File: src/hdl/bpsd_pkg.sv
// ----------------------------------------------------------------------------
// bpsd_pkg
// Shared types and constants of the byte pair stream decoder.
// ----------------------------------------------------------------------------
package bpsd_pkg;

    localparam int STACK_DEPTH = 129;
    localparam int LEVEL_BITS  = 8;

    typedef enum logic [1:0] {
        FN_BYTE = 2'd0,
        FN_TICK = 2'd1,
        FN_EOF  = 2'd2,
        FN_NOP  = 2'd3
    } func_t;

    typedef enum logic [1:0] {
        ERR_NONE  = 2'd0,
        ERR_TRUNC = 2'd1,
        ERR_REF   = 2'd2,
        ERR_BODY  = 2'd3
    } err_t;

    typedef enum logic [1:0] {
        STK_HOLD,
        STK_POP,
        STK_PUSH
    } stk_op_t;

    // push_hi lands on top, push_lo just below it
    typedef struct packed {
        stk_op_t    op;
        logic [7:0] push_hi;
        logic [7:0] push_lo;
    } stk_ctl_t;

endpackage

File: src/hdl/bpsd_if.sv
// ----------------------------------------------------------------------------
// bpsd channel interfaces
// Valid/ready channels for items, results and the mode register write.
// ----------------------------------------------------------------------------
interface bpsd_cmd_if;
    logic       valid;
    logic       ready;
    logic [1:0] func;
    logic [7:0] data_byte;
    logic       file_start;

    modport source (output valid, func, data_byte, file_start, input ready);
    modport sink   (input valid, func, data_byte, file_start, output ready);
endinterface

interface bpsd_res_if;
    logic        valid;
    logic        ready;
    logic        out_valid;
    logic [7:0]  out_byte;
    logic        need_input;
    logic        done_res;
    logic [1:0]  error_code;
    logic [23:0] byte_count;

    modport source (output valid, out_valid, out_byte, need_input, done_res,
                    error_code, byte_count, input ready);
    modport sink   (input valid, out_valid, out_byte, need_input, done_res,
                    error_code, byte_count, output ready);
endinterface

interface bpsd_cfg_if;
    logic valid;
    logic ready;
    logic compressed_mode;

    modport source (output valid, compressed_mode, input ready);
    modport sink   (input valid, compressed_mode, output ready);
endinterface

File: src/hdl/byte_pair_stream_decoder.sv
// ----------------------------------------------------------------------------
// byte_pair_stream_decoder
// Byte pair encoding decompressor with a shifting cell stack for expansion.
// ----------------------------------------------------------------------------
//  channel | dir | handshake    | payload
//  cmd     | in  | valid/ready  | func, data_byte, file_start
//  res     | out | valid/ready  | out_valid, out_byte, need_input, done_res,
//          |     |              | error_code, byte_count
//  cfg     | in  | valid/ready  | compressed_mode (ready always high)
//
//  One item per cycle unless res.ready or a pair push stalls. The pair table
//  read is registered and the push into the cell row happens in the next cycle.
//  Each item gives exactly one result, held in an output register, so a new
//  item is taken while the previous result waits if res.ready is high.
//  Reset empties the stack, enters the expect-first-byte phase and sets
//  compressed mode. The pair table and stack cells are not cleared.
// ----------------------------------------------------------------------------
module byte_pair_stream_decoder #(
    parameter int MAX_PAIRS  = 128,
    parameter int COUNT_BITS = 24
) (
    input  logic        clk,
    input  logic        rst_n,
    bpsd_cmd_if.sink    cmd,
    bpsd_res_if.source  res,
    bpsd_cfg_if.sink    cfg
);
    import bpsd_pkg::*;

    localparam int TBL_AW = (MAX_PAIRS > 1) ? $clog2(MAX_PAIRS) : 1;
    localparam logic [7:0] MAX_PAIRS_B = 8'(MAX_PAIRS);
    localparam logic [LEVEL_BITS-1:0] LEVEL_PUSH_MAX = LEVEL_BITS'(STACK_DEPTH - 2);

    typedef enum logic [2:0] {
        PH_FIRST     = 3'd0,
        PH_TABLE     = 3'd1,
        PH_BODY      = 3'd2,
        PH_DRAIN     = 3'd3,
        PH_DONE      = 3'd4,
        PH_ERR_TRUNC = 3'd5,
        PH_ERR_REF   = 3'd6,
        PH_ERR_BODY  = 3'd7
    } phase_t;

    phase_t                  phase_reg, phase_next;
    logic [LEVEL_BITS-1:0]   level_reg, level_next;
    logic [6:0]              pc_reg, pc_next;
    logic [7:0]              fill_reg, fill_next;
    logic [7:0]              held_reg, held_next;
    logic [COUNT_BITS-1:0]   count_reg, count_next;
    logic                    mode_reg;
    logic                    pend_reg, pend_next;
    logic                    rvalid_reg;

    logic [7:0]  out_byte_reg;
    logic        out_valid_reg, need_reg, done_reg;
    err_t        err_reg, err_next;
    logic [23:0] bcount_reg;

    // values seen by the item after an optional file_start clear
    phase_t                ph_eff;
    logic [LEVEL_BITS-1:0] lvl_eff, lvl_base;
    logic [6:0]            pc_eff;
    logic [7:0]            fill_eff, fill_inc, held_eff, sym, ebyte;
    logic [COUNT_BITS-1:0] cnt_eff;
    logic                  opn, do_exp, do_emit, do_pop, push_go, is_tick;
    logic                  tbl_we;
    logic [15:0]           tbl_rdata;
    logic [7:0]            top_byte;
    logic                  acc;
    stk_ctl_t              stk_ctl;

    assign acc       = cmd.valid && cmd.ready;
    assign cmd.ready = !pend_reg && (!rvalid_reg || res.ready);
    assign cfg.ready = 1'b1;

    always_comb
    begin
        fill_inc = 8'h00;
        ph_eff   = cmd.file_start ? PH_FIRST : phase_reg;
        lvl_eff  = cmd.file_start ? '0 : level_reg;
        pc_eff   = cmd.file_start ? 7'd0 : pc_reg;
        fill_eff = cmd.file_start ? 8'd0 : fill_reg;
        held_eff = cmd.file_start ? 8'd0 : held_reg;
        cnt_eff  = cmd.file_start ? '0 : count_reg;
        opn      = (ph_eff == PH_FIRST) || (ph_eff == PH_TABLE) || (ph_eff == PH_BODY);

        phase_next = ph_eff;
        level_next = lvl_eff;
        pc_next    = pc_eff;
        fill_next  = fill_eff;
        held_next  = held_eff;
        count_next = cnt_eff;
        do_exp     = 1'b0;
        do_emit    = 1'b0;
        do_pop     = 1'b0;
        push_go    = 1'b0;
        tbl_we     = 1'b0;
        is_tick    = 1'b0;
        sym        = cmd.data_byte;
        ebyte      = cmd.data_byte;
        lvl_base   = lvl_eff;

        case (cmd.func)
            FN_BYTE:
            begin
                if (opn && lvl_eff == '0)
                begin
                    if (!mode_reg)
                    begin
                        do_emit    = 1'b1;
                        phase_next = PH_BODY;
                    end
                    else if (ph_eff == PH_FIRST)
                    begin
                        if (cmd.data_byte[7])
                        begin
                            if ({1'b0, cmd.data_byte[6:0]} > MAX_PAIRS_B)
                            begin
                                phase_next = PH_ERR_REF;
                                level_next = '0;
                            end
                            else
                            begin
                                pc_next    = cmd.data_byte[6:0];
                                fill_next  = 8'd0;
                                phase_next = (cmd.data_byte[6:0] == 7'd0) ? PH_BODY : PH_TABLE;
                            end
                        end
                        else
                        begin
                            phase_next = PH_BODY;
                            do_exp     = 1'b1;
                        end
                    end
                    else if (ph_eff == PH_TABLE)
                    begin
                        // a table byte may only name an earlier pair
                        if ({1'b0, cmd.data_byte} >= 9'd128 + {2'b00, fill_eff[7:1]})
                        begin
                            phase_next = PH_ERR_REF;
                            level_next = '0;
                        end
                        else
                        begin
                            if (!fill_eff[0])
                            begin
                                held_next = cmd.data_byte;
                            end
                            else
                            begin
                                tbl_we = 1'b1;
                            end
                            fill_inc  = fill_eff + 8'd1;
                            fill_next = fill_inc;
                            if (!fill_inc[0] && fill_inc[7:1] >= pc_eff)
                            begin
                                phase_next = PH_BODY;
                            end
                        end
                    end
                    else
                    begin
                        do_exp = 1'b1;
                    end
                end
            end
            FN_TICK:
            begin
                if ((opn || ph_eff == PH_DRAIN) && lvl_eff != '0)
                begin
                    is_tick    = 1'b1;
                    do_pop     = 1'b1;
                    do_exp     = 1'b1;
                    sym        = top_byte;
                    lvl_base   = lvl_eff - LEVEL_BITS'(1);
                    level_next = lvl_base;
                end
            end
            FN_EOF:
            begin
                if (opn)
                begin
                    if (ph_eff == PH_TABLE && mode_reg)
                    begin
                        phase_next = PH_ERR_TRUNC;
                        level_next = '0;
                    end
                    else
                    begin
                        phase_next = (lvl_eff == '0) ? PH_DONE : PH_DRAIN;
                    end
                end
            end
            default:
            begin
                phase_next = ph_eff;
            end
        endcase

        if (do_exp)
        begin
            if (!sym[7])
            begin
                do_emit = 1'b1;
                ebyte   = sym;
            end
            else if (sym[6:0] >= pc_eff || lvl_base > LEVEL_PUSH_MAX)
            begin
                phase_next = PH_ERR_BODY;
                level_next = '0;
            end
            else
            begin
                push_go    = 1'b1;
                level_next = lvl_base + LEVEL_BITS'(2);
            end
        end

        if (is_tick && phase_next == PH_DRAIN && level_next == '0)
        begin
            phase_next = PH_DONE;
        end

        if (do_emit && cnt_eff != '1)
        begin
            count_next = cnt_eff + COUNT_BITS'(1);
        end

        case (phase_next)
            PH_ERR_TRUNC: err_next = ERR_TRUNC;
            PH_ERR_REF:   err_next = ERR_REF;
            PH_ERR_BODY:  err_next = ERR_BODY;
            default:      err_next = ERR_NONE;
        endcase

        pend_next = acc && push_go;
    end

    always_comb
    begin
        stk_ctl.push_hi = tbl_rdata[15:8];
        stk_ctl.push_lo = tbl_rdata[7:0];
        if (pend_reg)
        begin
            stk_ctl.op = STK_PUSH;
        end
        else if (acc && do_pop)
        begin
            stk_ctl.op = STK_POP;
        end
        else
        begin
            stk_ctl.op = STK_HOLD;
        end
    end

    bpsd_stack u_stack (
        .clk (clk),
        .ctl (stk_ctl),
        .top (top_byte)
    );

    bpsd_pair_table #(
        .DEPTH (MAX_PAIRS),
        .AW    (TBL_AW)
    ) u_table (
        .clk   (clk),
        .we    (acc && tbl_we),
        .waddr (fill_eff[TBL_AW:1]),
        .wdata ({held_eff, cmd.data_byte}),
        .raddr (sym[TBL_AW-1:0]),
        .rdata (tbl_rdata)
    );

    always_ff @(posedge clk or negedge rst_n)
    begin
        if (!rst_n)
        begin
            phase_reg  <= PH_FIRST;
            level_reg  <= '0;
            pc_reg     <= 7'd0;
            fill_reg   <= 8'd0;
            held_reg   <= 8'd0;
            count_reg  <= '0;
            mode_reg   <= 1'b1;
            pend_reg   <= 1'b0;
            rvalid_reg <= 1'b0;
        end
        else
        begin
            if (cfg.valid)
            begin
                mode_reg <= cfg.compressed_mode;
            end
            pend_reg <= pend_next;
            if (acc)
            begin
                phase_reg  <= phase_next;
                level_reg  <= level_next;
                pc_reg     <= pc_next;
                fill_reg   <= fill_next;
                held_reg   <= held_next;
                count_reg  <= count_next;
                rvalid_reg <= 1'b1;
            end
            else if (res.ready)
            begin
                rvalid_reg <= 1'b0;
            end
        end
    end

    // result payload
    always_ff @(posedge clk)
    begin
        if (acc)
        begin
            out_valid_reg <= do_emit;
            out_byte_reg  <= do_emit ? ebyte : 8'h00;
            need_reg      <= (level_next == '0) && ((phase_next == PH_FIRST) ||
                             (phase_next == PH_TABLE) || (phase_next == PH_BODY));
            done_reg      <= (phase_next >= PH_DONE);
            err_reg       <= err_next;
            bcount_reg    <= 24'(count_next);
        end
    end

    assign res.valid      = rvalid_reg;
    assign res.out_valid  = out_valid_reg;
    assign res.out_byte   = out_byte_reg;
    assign res.need_input = need_reg;
    assign res.done_res   = done_reg;
    assign res.error_code = err_reg;
    assign res.byte_count = bcount_reg;

endmodule

File: src/hdl/bpsd_stack_cell.sv
// ----------------------------------------------------------------------------
// bpsd_stack_cell
// One entry of the shifting expansion stack.
// ----------------------------------------------------------------------------
module bpsd_stack_cell (
    input  logic              clk,
    input  bpsd_pkg::stk_op_t op,
    input  logic [7:0]        from_above,
    input  logic [7:0]        from_below2,
    output logic [7:0]        data
);
    import bpsd_pkg::*;

    logic [7:0] data_reg;
    logic [7:0] data_next;

    always_comb
    begin
        case (op)
            STK_POP:  data_next = from_above;
            STK_PUSH: data_next = from_below2;
            default:  data_next = data_reg;
        endcase
    end

    always_ff @(posedge clk)
    begin
        data_reg <= data_next;
    end

    assign data = data_reg;

endmodule

File: src/hdl/bpsd_stack.sv
// ----------------------------------------------------------------------------
// bpsd_stack
// Row of stack cells; the top of stack always sits in cell 0.
// ----------------------------------------------------------------------------
module bpsd_stack (
    input  logic               clk,
    input  bpsd_pkg::stk_ctl_t ctl,
    output logic [7:0]         top
);
    import bpsd_pkg::*;

    logic [7:0] cell_q [STACK_DEPTH];

    genvar i;
    generate
        for (i = 0; i < STACK_DEPTH; i++)
        begin : g_cell
            logic [7:0] above;
            logic [7:0] below2;

            if (i == STACK_DEPTH - 1)
            begin : g_last
                assign above = 8'h00;
            end
            else
            begin : g_mid
                assign above = cell_q[i+1];
            end

            if (i == 0)
            begin : g_c0
                assign below2 = ctl.push_hi;
            end
            else if (i == 1)
            begin : g_c1
                assign below2 = ctl.push_lo;
            end
            else
            begin : g_cn
                assign below2 = cell_q[i-2];
            end

            bpsd_stack_cell u_cell (
                .clk         (clk),
                .op          (ctl.op),
                .from_above  (above),
                .from_below2 (below2),
                .data        (cell_q[i])
            );
        end
    endgenerate

    assign top = cell_q[0];

endmodule

File: src/hdl/bpsd_pair_table.sv
// ----------------------------------------------------------------------------
// bpsd_pair_table
// Pair table memory, one write port and one registered read port.
// ----------------------------------------------------------------------------
module bpsd_pair_table #(
    parameter int DEPTH = 128,
    parameter int AW    = 7
) (
    input  logic          clk,
    input  logic          we,
    input  logic [AW-1:0] waddr,
    input  logic [15:0]   wdata,
    input  logic [AW-1:0] raddr,
    output logic [15:0]   rdata
);
    logic [15:0] mem [DEPTH];
    logic [15:0] rdata_reg;

    always_ff @(posedge clk)
    begin
        if (we)
        begin
            mem[waddr] <= wdata;
        end
        rdata_reg <= mem[raddr];
    end

    assign rdata = rdata_reg;

endmodule

File: src/flat_wrapper.sv
// flat-port wrapper written by rule: the top's interface ports become plain ports
module byte_pair_stream_decoder_flat import bpsd_pkg::*;
#(
    parameter int MAX_PAIRS  = 128,
    parameter int COUNT_BITS = 24
)
  (clk, rst_n, cmd_valid, cmd_func, cmd_data_byte, cmd_file_start, cmd_ready, res_valid, res_out_valid, res_out_byte, res_need_input, res_done_res, res_error_code, res_byte_count, res_ready, cfg_valid, cfg_compressed_mode, cfg_ready);
  bpsd_cmd_if cmd_i ();
  bpsd_res_if res_i ();
  bpsd_cfg_if cfg_i ();
  input  logic clk;
  input  logic rst_n;
  input wire logic [$bits(cmd_i.valid)-1:0] cmd_valid;
  input wire logic [$bits(cmd_i.func)-1:0] cmd_func;
  input wire logic [$bits(cmd_i.data_byte)-1:0] cmd_data_byte;
  input wire logic [$bits(cmd_i.file_start)-1:0] cmd_file_start;
  output wire logic [$bits(cmd_i.ready)-1:0] cmd_ready;
  output wire logic [$bits(res_i.valid)-1:0] res_valid;
  output wire logic [$bits(res_i.out_valid)-1:0] res_out_valid;
  output wire logic [$bits(res_i.out_byte)-1:0] res_out_byte;
  output wire logic [$bits(res_i.need_input)-1:0] res_need_input;
  output wire logic [$bits(res_i.done_res)-1:0] res_done_res;
  output wire logic [$bits(res_i.error_code)-1:0] res_error_code;
  output wire logic [$bits(res_i.byte_count)-1:0] res_byte_count;
  input wire logic [$bits(res_i.ready)-1:0] res_ready;
  input wire logic [$bits(cfg_i.valid)-1:0] cfg_valid;
  input wire logic [$bits(cfg_i.compressed_mode)-1:0] cfg_compressed_mode;
  output wire logic [$bits(cfg_i.ready)-1:0] cfg_ready;
  assign cmd_i.valid = cmd_valid;
  assign cmd_i.func = cmd_func;
  assign cmd_i.data_byte = cmd_data_byte;
  assign cmd_i.file_start = cmd_file_start;
  assign cmd_ready = cmd_i.ready;
  assign res_valid = res_i.valid;
  assign res_out_valid = res_i.out_valid;
  assign res_out_byte = res_i.out_byte;
  assign res_need_input = res_i.need_input;
  assign res_done_res = res_i.done_res;
  assign res_error_code = res_i.error_code;
  assign res_byte_count = res_i.byte_count;
  assign res_i.ready = res_ready;
  assign cfg_i.valid = cfg_valid;
  assign cfg_i.compressed_mode = cfg_compressed_mode;
  assign cfg_ready = cfg_i.ready;
  byte_pair_stream_decoder #(.MAX_PAIRS(MAX_PAIRS), .COUNT_BITS(COUNT_BITS)) u_core (.clk(clk), .rst_n(rst_n), .cmd(cmd_i), .res(res_i), .cfg(cfg_i));
endmodule
File: config.mk
export PLATFORM = sky130hd
export DESIGN_NAME = byte_pair_stream_decoder_flat
export DESIGN_NICKNAME = d
export VERILOG_FILES = /design/src/hdl/bpsd_pkg.sv /design/src/hdl/bpsd_if.sv /design/src/hdl/byte_pair_stream_decoder.sv /design/src/hdl/bpsd_stack_cell.sv /design/src/hdl/bpsd_stack.sv /design/src/hdl/bpsd_pair_table.sv /design/src/flat_wrapper.sv
export SDC_FILE = /design/constraint.sdc
export NUM_CORES = 2
export LEC_CHECK = 0
export ABC_AREA = 0
export BUFFER_PORTS_ARGS = -buffer_cell sky130_fd_sc_hd__buf_2
export CAP_MARGIN = 10
export CORE_ASPECT_RATIO = 2
export CORE_UTILIZATION = 25
export DETAILED_ROUTE_END_ITERATION = 6
export PLACE_DENSITY = 0.35
export REMOVE_ABC_BUFFERS = 1
export SLEW_MARGIN = 10
export SYNTH_ARGS = -nofsm -noshare
export SYNTH_HDL_FRONTEND = slang
export SYNTH_SLANG_ARGS = --single-unit
File: constraint.sdc
create_clock -name clk -period 32.1 [get_ports clk]
set_input_delay 1.605 -clock clk [delete_from_list [all_inputs] [get_ports clk]]
set_output_delay 1.605 -clock clk [all_outputs]
set_load 0.02 [all_outputs]
==> impl_results.md <==
* Synthesis-to-layout area growth at 16.3%
* Worst reg2reg endpoint: u_core.u_table.rdata[12]
* Sequential share of power at 0.501
* Worst Tran Pin Value at 1.22 ns
* WHS Endpoint: u_core.count_reg[3]
* CTS clk-pin slew, worst paths at 0.07 ns
* VDD IR-drop max at 0.0000376 V
* Number of global-route vias before repair at 75500
* Fill cells at 51100
* Worst skew pair latency at 0.96 ns
* Area leader, netlist: edfxtp_1
* Combinational share of power at 0.090
* Cell-internal power at 6.96 mW
* Max Root-Sink Buffers at 4
* Post-CTS Resized at 0
* Crit Path Max Fanout at 114
* First-pass GRT wire length at 581000 µm
* Non-Filler Instances at 15500
* Switch Pwr at 2.35 mW
* Largest family of logic cells by synthesized area: multiplexers
* Yosys warns at 0
* EDFF count, synth at 3117
* FF-to-FF Start: u_core.level_reg[1]
* Mapped Cells at 8149
* Final period util at 0.263
* I/O pins at 57
* DIE AREA at 519000 µm²
* Dpl cells at 14800
* Slowest CP cell: nor4_1
* Max Freq at 0.118 GHz
* CP Cell Sequence: buf_4, clkinv_1, nand2_1, ha_1, or3b_2, o211a_1, mux2_8, buf_4, buf_12, buf_4, mux2i_1, o22ai_1, nor4_2, buf_4, nor4_1, a22oi_1, nand2_1
* Distinct cells, synth at 77
* Xor/xnor share of the synthesized area at 0.00271
* Global-route usage over all layers at 0.156
* Status: complete, no violations
* Critical Path RT at 33.00 ns
* Cell Rows at 372
* Die W at 510 µm
* Fin. Hold Viols at 0
* Min Tclk post-route at 8.45 ns
* Clk root buf: clkbuf_16
* Crit path launch type: primary input
* GPL Wtd Cong at 0.811
* Most used flip-flop cell after synthesis: edfxtp_1
* H-Tree Depth at 5
* WL final at 413000 µm
* Adder-Cell Fraction of Synth Area at 0.00242
* R2r setup slk at 25.00 ns
* Num Clock Sinks at 3194
* Path depth of the worst reg2reg path at 15
* Synth Area in Compound Gates at 0.0441
* Flops & latches, synth at 3194
* Mean routed wirelength per cell at 26.7 µm
* CP delay by family, top: buffers and inverters
* Leak at 44.4 nW
* Nets at 8471
* CP max stage delay at 0.89 ns
* DRC at 0
* Remaining antenna violation count at 0
* TritonCTS clock tree: done
* DP Wirelength at 257000 µm
* Die Y at 1020 µm
* Ratio of cells with drive above 1 in the final layout at 0.240
* Multi-input gate area at 32400 µm²
* Max-Cap Viols at 0
* Post-Synth Simple-Gate Area at 0.0629
* Final setup violation count at 0
* DR pass1 iterations at 7
* Crit Path Class: in2reg
* DR vias at 70600
* Post-CTS setup repair buffer count at 0
* Relative slew margins at 0.181
* Total global routing overflow at 0
* Core Region at 513000 µm²
* Initial antenna violation count at 25
* Setup TNS at 0 ns
* Buf/Inv on CP at 6
* Yosys top cell area share at 0.725
* Initial DRC count at 4429
* Mux contribution to synthesized area at 0.131
* Sequential share of the synthesized area at 0.740
* Hold-fix buffers, CTS at 0
* Initial Util at 0.251
* Hold crit path type: reg2reg
* Top post-synthesis cells by area: edfxtp_1 73%, mux2_2 9.0%, mux2i_1 4.1%
* Hold Path Origin: u_core.count_reg[3]
* Tot Pwr at 9.31 mW
* Final Slew Violations at 0
* Vias per std cell at 4.57
* TritonCTS buffer count at 314
* Pin count of the biggest net entering global routing at 186
* Top cell by count, worst path: buf_4
* Port bufs at 55
* Syn Std Cell Area at 129000 µm²
* Worst Setup End Kind: flop
* RSZ-0062 raised after global routing: no
* Seq. cell area at 95500 µm²
* Syn avg cell area at 15.8 µm²
* Ys async rst share at 0.0191
* Clock share of power at 0.408
* PD cells at 62.0 nW/µm²
* Clk_skew at 0.0566 ns
* Worst Hold Depth at 1
* Worst path arrival time at 9.35 ns
* Max reg flops at 2048
* Sw Ratio at 0.252
per-stage QoR:
step	setup slack [ns]	hold slack (ns)	util	cell area (µm²)
floorplan	-11.53	0.458	-	127000
global placement	22.42	0.481	0.272	140000
detailed placement	22.69	0.476	0.272	140000
CTS	23.71	0.502	0.292	150000
global route	23.29	0.522	0.292	150000
finish	23.65	0.499	0.292	150000
power by group through the flow:
stage	Sequential, mW	Clock (mW)	Combinational, mW
after floorplan	4.80	0	0.556
after global placement	4.76	0	0.846
after detailed placement	4.76	0	0.859
after CTS	4.67	3.94	0.861
after global routing	4.67	4.06	0.889
final	4.67	3.80	0.839
synth_stat cells (4+ instances only):
library cell and number:
nand4_1 10, a21o_1 7, inv_1 21, xnor2_1 29, a22o_1 18, buf_4 6, and3_1 10, nand2_1 1175
o211ai_1 8, clkbuf_1 270, mux2_2 1028, nor2b_1 24, o22ai_1 264, and4_1 5, edfxtp_1 3117, nand2b_1 13
o21ai_0 42, nand3_1 22, a31oi_1 10, o21ai_1 8, ha_1 25, mux2i_1 526, o211a_1 4, a21oi_1 539
xor2_1 11, nor3b_1 7, a22oi_1 34, nor4_1 326, dfrtp_1 60, a211oi_1 6, nor3_1 20, o21a_1 7
buf_2 127, and2_1 15, o31ai_1 4, buf_1 36, buf_6 31, dfxtp_1 16, nor2_1 208
kinds of logic (layout without fill, tap and decap cells):
| logic type | Yosys count | in the layout |
|---|---|---|
| compound gates | 986 | 986 |
| xor+xnor | 40 | 40 |
| fa+ha+maj | 25 | 25 |
| buf+inv | 495 | 1025 |
| flops | 3194 | 3194 |
| mux | 1555 | 1555 |
| other cells | 1 | 53 |
| simple gates | 1853 | 1853 |
layout by cell type, fill, tap and decap left out, types with 18 or more instances in the layout:
cell type and count:
clkinv_1 62, mux2_2 1028, xnor2_1 29, buf_12 20
nor3_1 20, nor2_1 201, clkbuf_16 320, o21ai_0 42
clkinv_2 44, nand3_1 22, clkbuf_1 68, buf_2 47
bufinv_16 32, a22oi_1 34, ha_1 25, a22o_1 18
buf_4 362, inv_1 20, edfxtp_1 3117, nand2_1 1169
mux2i_1 526, nor4_2 135, o22ai_1 264, a21oi_1 539
diode_2 52, dfrtp_1 59, nor4_1 188
per-layer routing:
metal	vias up	routed length (µm)	GRT usage	share of wire
li1	31900	-	-	-
met1	36900	142000	0.155	0.34
met2	1303	228000	0.306	0.55
met3	557	11600	0.0146	0.028
met4	4	30700	0.100	0.074
met5	-	14	0	0.000034
worst reg2reg max path, cell delays in order (launching register included):
cell	delay, ns
dfrtp_1	0.45
nand2_1	0.18
ha_1	0.51
or3b_2	0.56
o211a_1	0.42
mux2_8	0.77
buf_4	0.70
buf_12	0.54
buf_4	1.06
mux2i_1	0.20
o22ai_1	0.24
nor4_2	0.08
buf_4	0.20
nor4_1	0.89
a22oi_1	0.15
nand2_1	0.11
cell type report:
cell class / count / area share
inverter: 24 / 0.000708
timing repair buffer: 435 / 0.0228
tap: 6732 / 0.0561
sequential: 3194 / 0.636
clock buffer: 399 / 0.0560
clock inverter: 167 / 0.0118
multi-input combinational: 4460 / 0.216
antenna: 52 / 0.000867
how the worst max path moves through the flow:
| stage | startpoint | end | slack [ns] | depth (start not counted) |
|---|---|---|---|---|
| after floorplan | u_core.pend_reg | u_core.u_stack.g_cell[0].u_cell.data[0] | -11.53 | 4 |
| after global placement | cmd_file_start | u_core.u_table.rdata[0] | 22.42 | 15 |
| after detailed placement | cmd_file_start | u_core.u_table.rdata[12] | 22.69 | 17 |
| after CTS | cmd_file_start | u_core.u_table.rdata[12] | 23.71 | 17 |
| after global routing | cmd_file_start | u_core.u_table.rdata[12] | 23.29 | 17 |
| final | cmd_file_start | u_core.u_table.rdata[12] | 23.65 | 17 |
No activity file was read; power rests on OpenSTA's default activity.
